## src/ksp_pkg.sv

```systemverilog
package ksp_pkg;

  localparam int VERTICES_DEF  = 64;
  localparam int MAX_EDGES_DEF = 256;

  localparam int FW  = 6;   // vertex field width
  localparam int WW  = 32;  // weight width, Q16.16
  localparam int CSW = 38;  // total cost width

  typedef struct packed {
    logic load;
    logic run_init;
    logic clr_step;
    logic scan_init;
    logic scan_step;
    logic walk_start_a;
    logic walk_start_b;
    logic walk_rd;
    logic walk_adv;
    logic hit_a;
    logic hit_b;
    logic join1;
    logic join2;
    logic emit;
    logic final_push;
    logic done;
  } ksp_cmd_t;

  typedef struct packed {
    logic clr_last;
    logic scan_done;
    logic best_ok;
    logic root_hit;
    logic same_root;
    logic tec_full;
    logic out_free;
    logic pend_ok;
  } ksp_sts_t;

endpackage

```

## src/ksp_ctrl.sv

```systemverilog
module ksp_ctrl import ksp_pkg::*; (
  input  logic      clk,
  input  logic      rst_n,
  input  logic      in_valid,
  input  logic      in_last_edge,
  output logic      in_stall,
  input  ksp_sts_t  sts,
  output ksp_cmd_t  cmd
);

  typedef enum logic [13:0] {
    S_LOAD  = 14'b00000000000001,
    S_CLR   = 14'b00000000000010,
    S_NEXT  = 14'b00000000000100,
    S_SCAN  = 14'b00000000001000,
    S_DRAIN = 14'b00000000010000,
    S_PICK  = 14'b00000000100000,
    S_WA_RD = 14'b00000001000000,
    S_WA_CK = 14'b00000010000000,
    S_WB_RD = 14'b00000100000000,
    S_WB_CK = 14'b00001000000000,
    S_JOIN1 = 14'b00010000000000,
    S_JOIN2 = 14'b00100000000000,
    S_EMIT  = 14'b01000000000000,
    S_FINAL = 14'b10000000000000
  } state_t;

  state_t state_r, state_nxt;

  always_ff @(posedge clk) begin
    if (!rst_n) begin
      state_r <= S_LOAD;
    end else begin
      state_r <= state_nxt;
    end
  end

  always_comb begin
    state_nxt = state_r;
    cmd       = '0;
    in_stall  = 1'b1;
    case (state_r)
      S_LOAD: begin
        in_stall = 1'b0;
        if (in_valid) begin
          cmd.load = 1'b1;
          if (in_last_edge) begin
            cmd.run_init = 1'b1;
            state_nxt    = S_CLR;
          end
        end
      end
      S_CLR: begin
        cmd.clr_step = 1'b1;
        if (sts.clr_last) state_nxt = S_NEXT;
      end
      S_NEXT: begin
        if (sts.tec_full) begin
          state_nxt = S_FINAL;
        end else begin
          cmd.scan_init = 1'b1;
          state_nxt     = S_SCAN;
        end
      end
      S_SCAN: begin
        if (sts.scan_done) state_nxt = S_DRAIN;
        else cmd.scan_step = 1'b1;
      end
      S_DRAIN: state_nxt = S_PICK;
      S_PICK: begin
        if (sts.best_ok) begin
          cmd.walk_start_a = 1'b1;
          state_nxt        = S_WA_RD;
        end else begin
          state_nxt = S_FINAL;
        end
      end
      S_WA_RD: begin
        cmd.walk_rd = 1'b1;
        state_nxt   = S_WA_CK;
      end
      S_WA_CK: begin
        if (sts.root_hit) begin
          cmd.hit_a        = 1'b1;
          cmd.walk_start_b = 1'b1;
          state_nxt        = S_WB_RD;
        end else begin
          cmd.walk_adv = 1'b1;
          state_nxt    = S_WA_RD;
        end
      end
      S_WB_RD: begin
        cmd.walk_rd = 1'b1;
        state_nxt   = S_WB_CK;
      end
      S_WB_CK: begin
        if (sts.root_hit) begin
          if (sts.same_root) begin
            state_nxt = S_NEXT;
          end else begin
            cmd.hit_b = 1'b1;
            state_nxt = S_JOIN1;
          end
        end else begin
          cmd.walk_adv = 1'b1;
          state_nxt    = S_WB_RD;
        end
      end
      S_JOIN1: begin
        cmd.join1 = 1'b1;
        state_nxt = S_JOIN2;
      end
      S_JOIN2: begin
        cmd.join2 = 1'b1;
        state_nxt = S_EMIT;
      end
      S_EMIT: begin
        if (!sts.pend_ok || sts.out_free) begin
          cmd.emit  = 1'b1;
          state_nxt = S_NEXT;
        end
      end
      S_FINAL: begin
        if (sts.out_free) begin
          cmd.final_push = 1'b1;
          cmd.done       = 1'b1;
          state_nxt      = S_LOAD;
        end
      end
      default: state_nxt = S_LOAD;
    endcase
  end

endmodule

```

## config.mk

```make
export PLATFORM = sky130hd
export DESIGN_NAME = ksp_ctrl
export DESIGN_NICKNAME = d
export VERILOG_FILES = /design/src/ksp_pkg.sv /design/src/ksp_ctrl.sv
export SDC_FILE = /design/constraint.sdc
export NUM_CORES = 1
export LEC_CHECK = 0
export BUFFER_PORTS_ARGS = -buffer_cell sky130_fd_sc_hd__buf_2
export CORE_MARGIN = 4
export CORE_UTILIZATION = 50
export CTS_CLUSTER_DIAMETER = 150
export DETAILED_ROUTE_END_ITERATION = 10
export GPL_TIMING_DRIVEN = 0
export PLACE_DENSITY = 0.8
export RECOVER_POWER = 100
export SLEW_MARGIN = 30
export SYNTH_ARGS = -nofsm -noshare
export SYNTH_HDL_FRONTEND = slang
export SYNTH_SLANG_ARGS = --single-unit
```

## constraint.sdc

```tcl
create_clock -name clk -period 2.13 [get_ports clk]
set_input_delay 0.3195 -clock clk [delete_from_list [all_inputs] [get_ports clk]]
set_output_delay 0.3195 -clock clk [all_outputs]
set_load 0.005 [all_outputs]
```

# Word level (Yosys, flattened, before mapping)
# Cells that the tools add are included.
# totals
register_bits	14
in_bits	12
output_inout_bits	17
word_cells	63
# classes
n_eq_ne	20
mux	37
n_reduce_logical	5
# op_table
cell	count
$pmux W14 S14	1
$mux W14	8
$mux W11	2
$mux W1	21
$eq A14 B1 Y1 const B	1
$eq A14 B10 Y1 const B	1
$eq A14 B11 Y1 const B	1
$eq A14 B12 Y1 const B	1
$eq A14 B13 Y1 const B	1
$eq A14 B14 Y1 const B	1
$eq A14 B2 Y1 const B	1
$eq A14 B3 Y1 const B	1
$eq A14 B4 Y1 const B	1
$eq A14 B5 Y1 const B	1
$eq A14 B6 Y1 const B	1
$eq A14 B7 Y1 const B	1
$eq A14 B8 Y1 const B	1
$eq A14 B9 Y1 const B	1
$ne A2 B2 Y1 const B	6
$mux W9	1
$mux W2	4
$reduce_and A6 Y1	1
$reduce_or A2 Y1	2
$logic_not A1 Y1	1
$logic_or A1 B1 Y1	1

# Depth between registers and ports, before layout
# depth
ltp_word	4
ltp_mapped	7
ltp_nobuf	5

# Least setup slack after synthesis
# No wires, ideal clock.
# synth_path
path_type	flip-flop to output port
start	reg state_r[5]
end	out cmd[14] (netlist name)
arrival_ps	1701
required_ps	1811
path_slack_ps	109
stages_incl_launch_ff	7
path_buffers	1
path_cell_list	dfxtp_1 buf_6 or4_4 nor3_1 and4b_1 inv_1 nor2_1
# synth_rtl
item	line_no	text
from (decl)	ksp_ctrl.sv:28	state_t state_r, state_nxt;
from (signal assigned)	ksp_ctrl.sv:34	state_r <= state_nxt;
to (decl)	ksp_ctrl.sv:8	output ksp_cmd_t cmd

==> impl_metrics.yaml <==
outcome:
  outcome: "finished with violations"
  violations: "setup timing"
finish:
  antenna_cells: 0
  fin_nets: 188
  top_register: "state_r"
  layout-drive-gt1-share: 0.523
  largest_reg_flops: 14
  post-route-util: 0.855
  largest_registers: "state_r (14)"
  final_cells: 199
  syn_to_final_growth_pct: 57.7
clock_tree:
  ctsRootBufferMaster: "clkbuf_4"
  cts_tree: "done"
  clk_path_buf_depth: 2
  cts_buffers: 3
  clkTransAtPathRegs_ps: 90
  clock_latency_ps: 290
  htreeDepth: 1
  cts.sink_count: 14
synthesis:
  synth.net_count: 137
  ys.flop_type: "dfxtp_1"
  synthCells: 125
  yosysMostFrequentCell: "nor2_1"
  synthArstFlopShare: 0
  synth.area.top_cells: "dfxtp_1 29%, nor2_1 6.6%, nor3_1 4.7%"
  synth_top_cell_area_share: 0.290
  post-synth-top-area-cell: "dfxtp_1"
  yosys_register_bits: 14
  ys_seq_area_frac: 0.290
  ys_warn_count: 0
  yosysUniqueCellTypes: 44
  synthTopCellsByCount: "17 x nor2_1, 14 x dfxtp_1, 10 x nand2_1, 9 x nor3_1"
  synth.avg_cell_area_um2: 7.74
  syn_area_um2: 967
  synth_edf_count: 0
power:
  p_clk_frac: 0.272
  p_sw_frac: 0.317
  sequentialPowerShare: 0.454
  peakVddDrop_mv: 0.262
  intPower_uw: 403
  p_sw_uw: 187
  p_per_area_nw_per_um2: 386
  comb_power_share: 0.274
  p_leak_uw: 0.000644
timing:
  rsz0062_at_grt: "true"
  max_freq_ghz: 0.427
  finalHoldViolCount: 0
  finalClockSkew_ps: 8.21
  setup_viol: 13
  min_period_over_period: 1.10
  tns_ps: -1310
  final-max-slew-violation-count: 0
  worst_slack_ps: -211
  whs_ps: 225
  slew_headroom: 0.623
  worst_pin_slew_ps: 557
  post-route-min-period_ps: 2340
place:
  routabilityCongestion: 0.806
  numPlacedInstances: 178
  numPortBuffers: 28
  place_ws_ps: -149
  hpwl_um: 1840
drt:
  vias: 1307
  wl_per_cell_um: 20.7
  antenna_left: 0
  routed_wl_um: 4120
  drcViolationCount: 0
  drtPass1Iterations: 4
  routed_via_density: 6.57
  drt_iter0_markers: 75
die:
  ios: 29
  row_count: 15
  dieArea_um2: 2700
  initial_core_util: 0.542
  die_h_um: 52.0
  chipWidth_um: 52.0
  core-area_um2: 1780
grt:
  grt_pass1_vias: 1119
  antenna_found_initial: 0
  grt_max_degree: 9
  grt_pass1_wl_um: 5150
  grt-ovfl-total: 0
  globalRouteTotalUtil: 0.259
setup_path:
  cp.arrival_ps: 2020
  cpPeakStageDelay_ps: 560
  critPathSlowestCell: "or4_4"
  required_ps: 1810
  cp-start-kind: "register"
  cp_max_fo: 4
  critical_path_class: "reg -> out"
  worstPathCellList: "or3_4 > or4_4 > nor4_4 > buf_2"
  cp-end-kind: "output port"
min_path:
  worstHoldPathType: "in -> reg"
job:
  drv_cap: 0
## path summary, 6_finish.rpt
path          startpoint          end  slack (ps)  depth (start not counted)
min reg2reg   state_r[6]   state_r[7]         600                          1
max          state_r[11]      cmd[11]        -210                          4
min               sts[3]  state_r[10]         230                          2
max reg2reg   state_r[7]   state_r[5]          40                          7
## layout by cell type (no fill, tap or decap), types with 2 or more instances in the layout
| cell type | instances |
|---|---|
| nor3_1 | 5 |
| and4b_2 | 3 |
| xor2_1 | 2 |
| buf_2 | 24 |
| dfxtp_4 | 6 |
| nor4_4 | 6 |
| dfxtp_2 | 4 |
| nor3_4 | 4 |
| or4_4 | 3 |
| or3_4 | 2 |
| nand2b_1 | 4 |
| buf_4 | 18 |
| nand3_1 | 4 |
| inv_1 | 5 |
| buf_6 | 11 |
| a21oi_1 | 5 |
| nor2_1 | 16 |
| o21a_1 | 3 |
| dfxtp_1 | 4 |
| clkbuf_4 | 3 |
| and2_1 | 3 |
| nand2_1 | 9 |
## per-layer routing
| metal | wire length (µm) | up-vias | GRT usage |
|---|---|---|---|
| li1 | - | 561 | - |
| met1 | 1430 | 601 | 0.306 |
| met2 | 1960 | 112 | 0.444 |
| met3 | 455 | 33 | 0.0430 |
| met4 | 269 | 0 | 0.131 |
| met5 | 0 | - | 0 |
## area by class of cell
type	count	area, µm²
timing repair buffer	51	349
sequential	14	308
inverter	6	22.5
multi-input combinational	97	758
buffer	3	33.8
clock buffer	3	22.5
tap	25	31.3
fill	94	258
## what timing repair did
item                       in CTS  in global routing
setup endpoints to repair      20                 17
gates resized for setup        35                 23
gates cloned                    0                  0
pin swaps                      17                 13
setup buffers                  15                  9
hold buffers                    0                  0
## power groups by stage
stage / Combinational [µW] / Clock (µW) / Sequential [µW]
2_1_floorplan: 62.7 / 0 / 272
3_3_place_gp: 96.7 / 0 / 273
3_5_place_dp: 98.5 / 0 / 273
4_1_cts: 114 / 155 / 266
5_1_grt: 169 / 174 / 268
6_report: 161 / 161 / 268
## critical path: cells and delay by family, from the launching register on
family | cells | cell delay (ps)
buf+inv | 1 | 150
simple gates | 3 | 1210
flops | 1 | 360
## kinds of logic (layout without fill, tap and decap cells)
family	Yosys count	count (layout)	share of synthesized area
AO/OA/AOI/OAI	20	20	0.149
XOR/XNOR	3	3	0.0272
buffers and inverters	14	63	0.0854
flip-flops	14	14	0.290
AND/OR/NAND/NOR	74	74	0.449
## per-stage QoR
stage | total power [µW] | instance area, µm²
2_1_floorplan | 335 | 967
3_3_place_gp | 369 | 1140
3_5_place_dp | 371 | 1140
4_1_cts | 535 | 1390
5_1_grt | 610 | 1530
6_report | 589 | 1530
Note: power is estimated with default switching activity, not from simulation.
